### src/design/isort_pkg.sv
// ----------------------------------------------------------------------------
// isort_pkg
// Shared constants and types of the heap sorter.
// ----------------------------------------------------------------------------
package isort_pkg;

	localparam int MAX_COUNT = 64;
	localparam int DATA_W    = 32;
	localparam int ADDR_W    = $clog2(MAX_COUNT);
	localparam int CNT_W     = $clog2(MAX_COUNT + 1);
	// Child indexes of a node can reach twice the store depth.
	localparam int IDX_W     = ADDR_W + 2;

	typedef enum logic [1:0] {
		WS_IN  = 2'd0,
		WS_VAL = 2'd1,
		WS_BIG = 2'd2,
		WS_RDA = 2'd3
	} wsel_t;

	typedef struct packed {
		logic              we;
		logic [ADDR_W-1:0] waddr;
		wsel_t             wsel;
		logic              re;
		logic [ADDR_W-1:0] raddr_a;
		logic [ADDR_W-1:0] raddr_b;
		logic              ld_val_a;
		logic              ld_val_b;
		logic              ld_big;
		logic              pick_left;
		logic              cmp_big;
	} ctrl_t;

endpackage

### src/design/isort_ctrl.sv
// ----------------------------------------------------------------------------
// isort_ctrl
// Sequencer of the heap sorter: load, heap build, extraction and readout.
// ----------------------------------------------------------------------------
module isort_ctrl (
	input  logic            clk,
	input  logic            arst_n,
	input  logic            s_tvalid,
	input  logic            s_tlast,
	output logic            s_tready,
	output logic            m_tvalid,
	input  logic            m_tready,
	output logic            m_tlast,
	output logic            m_tuser,
	input  logic            gt,
	output isort_pkg::ctrl_t ctl
);
	import isort_pkg::*;

	typedef enum logic [10:0] {
		ST_LOAD      = 11'b000_0000_0001,
		ST_START     = 11'b000_0000_0010,
		ST_BUILD     = 11'b000_0000_0100,
		ST_LDVAL     = 11'b000_0000_1000,
		ST_EXTR      = 11'b000_0001_0000,
		ST_EXSWAP    = 11'b000_0010_0000,
		ST_SIFT_RD   = 11'b000_0100_0000,
		ST_SIFT_CMP  = 11'b000_1000_0000,
		ST_SIFT_SWAP = 11'b001_0000_0000,
		ST_OUT_RD    = 11'b010_0000_0000,
		ST_OUT_HOLD  = 11'b100_0000_0000
	} state_t;

	state_t            state_q, state_d;
	logic [CNT_W-1:0]  count_q, count_d;
	logic              drop_q, drop_d;
	logic [CNT_W-1:0]  len_q, len_d;
	logic [CNT_W-1:0]  j_q, j_d;
	logic [ADDR_W-1:0] pos_q, pos_d;
	logic [ADDR_W-1:0] bidx_q, bidx_d;
	logic              extract_q, extract_d;

	logic [IDX_W-1:0]  lc, rc, len_x;
	logic              lc_ok, rc_ok, full, s_acc;
	logic [CNT_W-1:0]  jm1, jp1;

	assign lc    = {1'b0, pos_q, 1'b1};
	assign rc    = lc + IDX_W'(1);
	assign len_x = IDX_W'(len_q);
	assign lc_ok = lc < len_x;
	assign rc_ok = rc < len_x;
	assign full  = count_q >= CNT_W'(MAX_COUNT);
	assign jm1   = j_q - CNT_W'(1);
	assign jp1   = j_q + CNT_W'(1);

	assign s_tready = state_q == ST_LOAD;
	assign s_acc    = s_tvalid && s_tready;
	assign m_tvalid = state_q == ST_OUT_HOLD;
	assign m_tlast  = jp1 == count_q;
	assign m_tuser  = drop_q;

	always_comb begin
		ctl       = '0;
		state_d   = state_q;
		count_d   = count_q;
		drop_d    = drop_q;
		len_d     = len_q;
		j_d       = j_q;
		pos_d     = pos_q;
		bidx_d    = bidx_q;
		extract_d = extract_q;
		unique case (state_q)
			ST_LOAD: begin
				ctl.waddr = count_q[ADDR_W-1:0];
				ctl.wsel  = WS_IN;
				if (s_acc) begin
					if (!full) begin
						ctl.we  = 1'b1;
						count_d = count_q + CNT_W'(1);
					end else begin
						drop_d = 1'b1;
					end
					if (s_tlast) begin
						state_d = ST_START;
					end
				end
			end
			ST_START: begin
				len_d     = count_q;
				j_d       = count_q >> 1;
				extract_d = 1'b0;
				state_d   = ST_BUILD;
			end
			ST_BUILD: begin
				if (j_q == '0) begin
					extract_d = 1'b1;
					j_d       = len_q;
					state_d   = ST_EXTR;
				end else begin
					ctl.re      = 1'b1;
					ctl.raddr_a = jm1[ADDR_W-1:0];
					pos_d       = jm1[ADDR_W-1:0];
					j_d         = jm1;
					state_d     = ST_LDVAL;
				end
			end
			ST_LDVAL: begin
				ctl.ld_val_a = 1'b1;
				state_d      = ST_SIFT_RD;
			end
			ST_EXTR: begin
				if (j_q <= CNT_W'(1)) begin
					j_d     = '0;
					state_d = ST_OUT_RD;
				end else begin
					ctl.re      = 1'b1;
					ctl.raddr_a = '0;
					ctl.raddr_b = jm1[ADDR_W-1:0];
					state_d     = ST_EXSWAP;
				end
			end
			ST_EXSWAP: begin
				// The root goes to the end; the old last entry is sifted from the root.
				ctl.we       = 1'b1;
				ctl.waddr    = jm1[ADDR_W-1:0];
				ctl.wsel     = WS_RDA;
				ctl.ld_val_b = 1'b1;
				pos_d        = '0;
				len_d        = jm1;
				j_d          = jm1;
				state_d      = ST_SIFT_RD;
			end
			ST_SIFT_RD: begin
				if (!lc_ok) begin
					ctl.we    = 1'b1;
					ctl.waddr = pos_q;
					ctl.wsel  = WS_VAL;
					state_d   = extract_q ? ST_EXTR : ST_BUILD;
				end else begin
					ctl.re      = 1'b1;
					ctl.raddr_a = lc[ADDR_W-1:0];
					ctl.raddr_b = rc[ADDR_W-1:0];
					state_d     = ST_SIFT_CMP;
				end
			end
			ST_SIFT_CMP: begin
				ctl.ld_big    = 1'b1;
				ctl.pick_left = !rc_ok || gt;
				bidx_d        = ctl.pick_left ? lc[ADDR_W-1:0] : rc[ADDR_W-1:0];
				state_d       = ST_SIFT_SWAP;
			end
			ST_SIFT_SWAP: begin
				// The sifted value stays in a register; only the hole moves down.
				ctl.cmp_big = 1'b1;
				ctl.we      = 1'b1;
				ctl.waddr   = pos_q;
				if (gt) begin
					ctl.wsel = WS_BIG;
					pos_d    = bidx_q;
					state_d  = ST_SIFT_RD;
				end else begin
					ctl.wsel = WS_VAL;
					state_d  = extract_q ? ST_EXTR : ST_BUILD;
				end
			end
			ST_OUT_RD: begin
				ctl.re      = 1'b1;
				ctl.raddr_a = j_q[ADDR_W-1:0];
				state_d     = ST_OUT_HOLD;
			end
			ST_OUT_HOLD: begin
				if (m_tready) begin
					if (m_tlast) begin
						count_d   = '0;
						drop_d    = 1'b0;
						extract_d = 1'b0;
						state_d   = ST_LOAD;
					end else begin
						j_d     = jp1;
						state_d = ST_OUT_RD;
					end
				end
			end
			default: begin
				state_d = ST_LOAD;
			end
		endcase
	end

	always_ff @(posedge clk or negedge arst_n) begin
		if (!arst_n) begin
			state_q   <= ST_LOAD;
			count_q   <= '0;
			drop_q    <= 1'b0;
			len_q     <= '0;
			j_q       <= '0;
			pos_q     <= '0;
			bidx_q    <= '0;
			extract_q <= 1'b0;
		end else begin
			state_q   <= state_d;
			count_q   <= count_d;
			drop_q    <= drop_d;
			len_q     <= len_d;
			j_q       <= j_d;
			pos_q     <= pos_d;
			bidx_q    <= bidx_d;
			extract_q <= extract_d;
		end
	end

endmodule

### src/design/isort_dpath.sv
// ----------------------------------------------------------------------------
// isort_dpath
// Value store of the sorter with two registered read ports, the held value
// being sifted, and the single signed comparator shared by all steps.
// ----------------------------------------------------------------------------
module isort_dpath (
	input  logic                          clk,
	input  logic [isort_pkg::DATA_W-1:0]  in_data,
	input  isort_pkg::ctrl_t              ctl,
	output logic                          gt,
	output logic [isort_pkg::DATA_W-1:0]  out_data
);
	import isort_pkg::*;

	logic [DATA_W-1:0] mem [MAX_COUNT];
	logic [DATA_W-1:0] rd_a_q, rd_b_q;
	logic [DATA_W-1:0] val_q, big_q;
	logic [DATA_W-1:0] wdata, cmp_a, cmp_b;

	always_comb begin
		case (ctl.wsel)
			WS_IN:   wdata = in_data;
			WS_VAL:  wdata = val_q;
			WS_BIG:  wdata = big_q;
			WS_RDA:  wdata = rd_a_q;
			default: wdata = in_data;
		endcase
	end

	always_ff @(posedge clk) begin
		if (ctl.we) begin
			mem[ctl.waddr] <= wdata;
		end
		if (ctl.re) begin
			rd_a_q <= mem[ctl.raddr_a];
			rd_b_q <= mem[ctl.raddr_b];
		end
	end

	// Either left child against right child, or larger child against held value.
	assign cmp_a = ctl.cmp_big ? big_q : rd_a_q;
	assign cmp_b = ctl.cmp_big ? val_q : rd_b_q;
	assign gt    = $signed(cmp_a) > $signed(cmp_b);

	always_ff @(posedge clk) begin
		if (ctl.ld_val_a) begin
			val_q <= rd_a_q;
		end else if (ctl.ld_val_b) begin
			val_q <= rd_b_q;
		end
		if (ctl.ld_big) begin
			big_q <= ctl.pick_left ? rd_a_q : rd_b_q;
		end
	end

	assign out_data = rd_a_q;

endmodule

### src/design/introsort_sorter.sv
// Load: one word per cycle while s_axis_tready is high; tlast closes the set.
// Sort: heap build and extraction run on one comparator and one two-read store;
// each sift level reads both children and lifts the larger if above the sifted value.
// Readout: each word is read from the store, then held in the read register until taken.
// The block takes no input from the set's last word until its last result leaves.
// Reset clears the sequencer, count and overflow flag; the store stays unset.
// ----------------------------------------------------------------------------
// introsort_sorter
// Collects signed 32-bit words, heap-sorts them and streams them out ascending.
// ----------------------------------------------------------------------------
module introsort_sorter (
	input  logic        clk,
	input  logic        arst_n,
	input  logic        s_axis_tvalid,
	output logic        s_axis_tready,
	input  logic [31:0] s_axis_tdata,   // [31:0] value
	input  logic        s_axis_tlast,   // last
	output logic        m_axis_tvalid,
	input  logic        m_axis_tready,
	output logic [31:0] m_axis_tdata,   // [31:0] sorted_value
	output logic        m_axis_tlast,   // final_res
	output logic        m_axis_tuser    // [0] overflow
);
	import isort_pkg::*;

	ctrl_t ctl;
	logic  gt;

	isort_ctrl u_ctrl (
		.clk      (clk),
		.arst_n   (arst_n),
		.s_tvalid (s_axis_tvalid),
		.s_tlast  (s_axis_tlast),
		.s_tready (s_axis_tready),
		.m_tvalid (m_axis_tvalid),
		.m_tready (m_axis_tready),
		.m_tlast  (m_axis_tlast),
		.m_tuser  (m_axis_tuser),
		.gt       (gt),
		.ctl      (ctl)
	);

	isort_dpath u_dpath (
		.clk      (clk),
		.in_data  (s_axis_tdata),
		.ctl      (ctl),
		.gt       (gt),
		.out_data (m_axis_tdata)
	);

endmodule

### config.mk
export PLATFORM = sky130hd
export DESIGN_NAME = introsort_sorter
export DESIGN_NICKNAME = d
export VERILOG_FILES = /design/src/design/isort_pkg.sv /design/src/design/isort_ctrl.sv /design/src/design/isort_dpath.sv /design/src/design/introsort_sorter.sv
export SDC_FILE = /design/constraint.sdc
export NUM_CORES = 2
export LEC_CHECK = 0
export BUFFER_PORTS_ARGS = -buffer_cell sky130_fd_sc_hd__buf_2
export CAP_MARGIN = 20
export CORE_UTILIZATION = 64
export CTS_CLUSTER_SIZE = 30
export DETAILED_ROUTE_END_ITERATION = 8
export HOLD_SLACK_MARGIN = 0.03
export PLACE_DENSITY = 0.8
export SETUP_SLACK_MARGIN = 0.05
export SLEW_MARGIN = 20
export SYNTH_ARGS = -nofsm -noshare
export SYNTH_HDL_FRONTEND = slang
export SYNTH_HIERARCHICAL = 1
export SYNTH_SLANG_ARGS = --single-unit
export TNS_END_PERCENT = 20
### constraint.sdc
create_clock -name clk -period 8.08 [get_ports clk]
set_input_delay 1.616 -clock clk [delete_from_list [all_inputs] [get_ports clk]]
set_output_delay 1.616 -clock clk [all_outputs]
set_load 0.005 [all_outputs]
# Word-level counts from Yosys, hierarchy flattened
# Memory sizes are Yosys's and may differ from the RTL's. A register that Yosys moved wholly into a read port is not among the register bits.
# Cells that the tools add are included.
[classes] reduce_logical=18 n_lt_le_gt_ge=5 mux=54 eq_ne=26 n_addsub=4
[ops] op="32-bit 2-to-1 mux" n=5
[ops] op="32-bit one-hot mux with 4 select lines" n=1
[ops] op="11-bit one-hot mux with 10 select lines" n=1
[ops] op="7-bit 2-to-1 mux" n=9
[ops] op="11-bit 2-to-1 mux" n=5
[ops] op="9-bit one-hot mux with 4 select lines" n=1
[ops] op="7-bit one-hot mux with 5 select lines" n=1
[ops] op="32-bit greater-than comparator" n=1
[ops] op="7-bit one-hot mux with 2 select lines" n=2
[ops] op="7-bit one-hot mux with 4 select lines" n=1
[ops] op="13-bit 2-to-1 mux" n=2
[ops] op="10-bit 2-to-1 mux" n=2
[ops] op="6-bit 2-to-1 mux" n=3
[ops] op="6-bit one-hot mux with 3 select lines" n=1
[ops] op="7-bit by 1-bit adder with 7-bit output, second input constant" n=2
[ops] op="1-bit 2-to-1 mux" n=12
[ops] op="2-bit inequality test, second input constant" n=6
[ops] op="6-bit one-hot mux with 2 select lines" n=1
[ops] op="11-bit by 1-bit == test with 1-bit output, second input constant" n=1
[ops] op="11-bit by 10-bit == test with 1-bit output, second input constant" n=1
[ops] op="11-bit == test, second input constant" n=1
[ops] op="11-bit by 2-bit == test with 1-bit output, second input constant" n=1
[ops] op="11-bit by 3-bit == test with 1-bit output, second input constant" n=1
[ops] op="11-bit by 4-bit == test with 1-bit output, second input constant" n=1
[ops] op="other kinds (32)" n=45
[word_totals] wordCells=118 mem_bits_rw=2048 input_bits=37 regBits=110 output_inout_bits=36 mem_count=1
[memory_table] name="u_dpath.mem" depth=64 width=32 read_ports=2 rd_ports_with_merged_regs=2 wr=1 line_no="isort_dpath.sv:15" rtl="logic [DATA_W-1:0] mem [MAX_COUNT];"

# Longest topological paths before layout
[logic_depth] depth_word=8 mapped_depth=20 ltp_nobuf=16

# Hierarchy
# The synthesis kept the hierarchy.
[by_module_without_submodules] mod="isort_dpath" seq_area_each_um2=65342.7 cells_each=4520 area_each_um2=100560.2 n_inst=1
[by_module_without_submodules] mod="isort_ctrl" seq_area_each_um2=1152.4 cells_each=421 area_each_um2=3639.7 n_inst=1

# Least setup slack after synthesis
# No wires, ideal clock.
[synth_path] path_type="flip-flop to flip-flop" from="register u_ctrl.state_q[5]" to="memory u_dpath.mem[0][0], data pin" stages_incl_launch_ff=21 period_less_slack_ns=6.181 arrival_ns=5.812 setup_slack_ns=1.899 cell_sequence="dfrtp_1 buf_6 or4_4 nor3_1 and3b_1 buf_2 clkbuf_1 buf_1 mux2_2 ha_1 nand4_1 or2_2 nor3_1 o41ai_1 o211ai_1 mux2i_1 inv_1 a211o_1 clkbuf_1 buf_1 mux4_2"
[synth_lines] item="start: declaration" line_no="isort_ctrl.sv:34" rtl="state_t state_q, state_d;"
[synth_lines] item="start signal: assignment" line_no="isort_ctrl.sv:201" rtl="state_q <= state_d;"
[synth_lines] item="end: declaration" line_no="isort_dpath.sv:15"

==> reports/results.tsv <==
stage	metric	value	unit
run_status	outcome	finished clean	
die	dieArea	0.1644	mm2
timing	period_minus_slack	7605	ps
layout	syn_to_final_growth	10.76	%
clocking	post_cts_buffers	0	
timing	fin_setup_tns	0	ps
placement	port_buffers	72	
route	ant_nets	0	
layout	n_fill_cell	9041	
clocking	cts_hold_buffers	0	
logic_synthesis	syn_nets	5029	
logic_synthesis	synthesis.area	0.1042	mm2
layout	final_nets	5130	
route	drt_first_iter_violations	11820	
placement	gp_congestion	0.9981	
logic_synthesis	synth_fa_ha_area_share	0.6124	%
clocking	htree_levels	4	
worst_setup_path	crit_fanout	64	
power_and_ir_drop	ir_worst_vdd	0.0002629	V
die	start_util	64.67	%
worst_setup_path	worstSetupPathType	flop to flop	
global_route	grt_pass1_vias	60388	
die	io_pins	73	
global_route	overflow	0	
clocking	cts_root_buf	clkbuf_16	
logic_synthesis	synthArstFlopShare	2.070	%
logic_synthesis	synth_simple_gate_area_share	1.901	%
clocking	cts.repair.resized	0	
route	drc_errors	0	
logic_synthesis	synth_top_family_by_area	multiplexers	
worst_hold_path	hold_path_class	flop to flop	
flow_run	maxCapViolations	0	
global_route	grtUsageTotal	42.43	%
power_and_ir_drop	power-per-cell-area	227.1	mW/mm2
logic_synthesis	syn_inst	4941	
timing	skew	46.51	ps
layout	final_area	0.1154	mm2
timing	worstMarginPinSlew	1316	ps
worst_hold_path	whs_path_depth	2	
route	wl	341500	um
timing	fmax	0.1315	GHz
global_route	grt_pass1_wl	471400	um
route	num_vias	61554	
placement	dp_hpwl	196200	um
timing	slew_headroom	12.03	%
die	dieHeight	405.5	um
timing	grt_setup_unrepaired	no	
clocking	cts-buffers-inserted	218	
logic_synthesis	yosysSeqAreaShare	63.81	%
layout	instances_no_fill	7404	
logic_synthesis	yosys.cell_types.count	73	
worst_setup_path	r2r_cells	16	
route	avgRoutedWirePerCell	46.13	um
timing	worst_slack	475.2	ps
worst_setup_path	required	8600	ps
die	core_area	0.1611	mm2
logic_synthesis	postSynthAreaPerCell	21.09	um2
timing	post-route-period-util	94.12	%
logic_synthesis	synth_xor_area_share	0.2618	%
global_route	grt_max_degree	117	
timing	setup_viol	0	
logic_synthesis	synthMuxAreaShare	29.15	%
layout	drive_gt1_share	38.99	%
clocking	cts_tree	built	
timing	maxSlewViolCount	0	
worst_setup_path	start_kind	flop	
placement	post_dp_cell_area	0.1082	mm2
die	dieWidth	405.5	um
timing	hold_ws	502.1	ps
global_route	grt_antenna_before_repair	29	
clocking	clock_latency	910	ps
logic_synthesis	synth_compound_area_share	2.423	%
route	dr.pass1.iters	6	
clocking	clock_sinks	2222	
clocking	max-clock-path-buffers	3	
logic_synthesis	yosys_register_bits	2222	
logic_synthesis	synth_ff_type	edfxtp_1	
logic_synthesis	yosys_warnings	6	
worst_setup_path	cp-end-kind	flop	
placement	dp_slack	965.9	ps
clocking	clkTransAtPathRegs	60	ps
placement	dp.cells	6979	
timing	hold_viol_final	0	
power_and_ir_drop	p_leak	33.95	nW
logic_synthesis	synth_edf_count	2176	
worst_setup_path	cp.arrival	8130	ps
route	vias_per_cell	8.314	
die	row_count	147	
==> registers in the layout (all words and copies together) (netlist names) <==
name / count
u_ctrl/state_q: 11
u_dpath/big_q: 32
u_ctrl/m_tuser: 1
u_ctrl/pos_q: 6
u_dpath/rd_b_q: 32
u_dpath/out_data: 32
u_ctrl/j_q: 7
u_dpath/val_q: 32
u_ctrl/count_q: 7
u_ctrl/extract_q: 1
u_dpath/mem: 2048
u_ctrl/len_q: 7
u_ctrl/bidx_q: 6
==> cell usage in the layout (no fill, tap or decap), types with 11 or more instances in the layout <==
master / instances
a21o_1: 11
a21oi_1: 60
a221o_1: 13
a22oi_1: 63
buf_12: 44
buf_2: 71
buf_4: 141
bufinv_16: 21
clkbuf_1: 50
clkbuf_16: 219
clkinv_1: 42
clkinv_2: 37
dfrtp_1: 45
diode_2: 22
edfxtp_1: 2176
ha_1: 51
inv_1: 24
mux2_2: 103
mux2i_1: 114
mux4_2: 1240
nand2_1: 67
nand2b_1: 27
nand3_1: 31
nand4_1: 15
nor2_1: 96
nor2_4: 65
nor2b_1: 18
nor3_1: 14
o211ai_1: 19
o21ai_0: 33
o221ai_1: 25
o22ai_1: 90
xnor2_1: 13
xor2_1: 13
==> critical path, stage by stage, from the launching register on <==
cell,delay (ps)
dfrtp_1,480
or4_4,610
nor3_1,290
and3b_4,590
buf_4,410
mux2_2,390
ha_1,280
nor2b_1,150
o211ai_1,220
a2111oi_0,150
o41ai_1,550
o211ai_1,210
mux2i_1,460
nand2_1,190
nand2_2,670
buf_4,440
mux4_2,1040
==> cell usage after synthesis (8+ instances only) <==
master / instances / area (um2)
nand2b_1: 29 / 181.4
a211oi_1: 9 / 67.56
o21ai_0: 33 / 165.2
a22oi_1: 63 / 473.0
a21o_1: 11 / 82.58
mux2i_1: 114 / 1141
dfrtp_1: 45 / 1126
buf_4: 34 / 255.2
buf_6: 11 / 123.9
o22ai_1: 91 / 569.3
inv_1: 25 / 93.84
o221ai_1: 26 / 227.7
xor2_1: 13 / 113.9
edfxtp_1: 2176 / 65340
nand3_1: 32 / 160.2
mux2_2: 103 / 1160
ha_1: 51 / 638.1
xnor2_1: 13 / 113.9
nor2_1: 162 / 608.1
buf_1: 36 / 135.1
o211ai_1: 19 / 142.6
mux4_2: 1246 / 28060
nand2_1: 69 / 259.0
buf_2: 136 / 680.7
nor2b_1: 23 / 143.9
clkbuf_1: 165 / 619.3
a31oi_1: 8 / 50.05
a21oi_1: 60 / 300.3
nand4_1: 15 / 93.84
nor3_1: 16 / 80.08
a221o_1: 17 / 170.2
==> kinds of logic after synthesis <==
kind of cell	after synthesis
muxes	1464
adders and majority gates	51
DFF	2222
buffers and inverters	408
and+or+nand+nor	403
AOI/OAI and AO/OA	365
xor gates and xnor gates	28
==> per-stage QoR <==
step                      power, mW  util [%]
after floorplan               15.04         -
after detailed placement      16.08     67.14
after global routing          26.68     71.61
after CTS                     26.09     71.54
after global placement        16.01     67.02
final                         26.21     71.63
==> path summary, 6_finish.rpt <==
check	start	end	slack, ps
setup / recovery	u_ctrl/state_q[5]	u_dpath/mem[51][25]	480
hold / removal	u_ctrl/bidx_q[4]	u_ctrl/bidx_q[4]	500
max in group asynchronous	arst_n	u_ctrl/len_q[1]	6890
min in group asynchronous	arst_n	u_ctrl/count_q[4]	750
hold reg to reg	u_ctrl/bidx_q[4]	u_ctrl/bidx_q[4]	500
setup reg to reg	u_ctrl/state_q[5]	u_dpath/mem[51][25]	480
==> power by group <==
group	leakage (nW)	internal [mW]	switching, mW
registers	20.1	13.0	0.319
clock network	3.44	5.71	4.51
logic	10.4	0.976	1.68
total	34.0	19.7	6.51
==> layout make-up <==
type | instances | area, um2 | share of cell area (%)
Antenna cell | 22 | 55.05 | 0.04770
Timing Repair Buffer | 263 | 2487 | 2.155
Clock buffer | 273 | 5723 | 4.959
Inverter | 26 | 100.1 | 0.08673
Multi-Input combinational cell | 2311 | 36490 | 31.61
Sequential cell | 2222 | 66500 | 57.62
Clock inverter | 127 | 1363 | 1.181
Tap cell | 2160 | 2703 | 2.342
==> routing by layer <==
metal	wire length [um]	part of all wire, %	global-route usage [%]	vias up
met5	187	0.055	0	-
met4	22500	6.6	24.07	22
met3	62240	18	17.96	1299
met2	150100	44	59.99	6721
met1	106500	31	55.94	31516
li1	-	-	-	21996
Power figures use the tool's default switching activity.
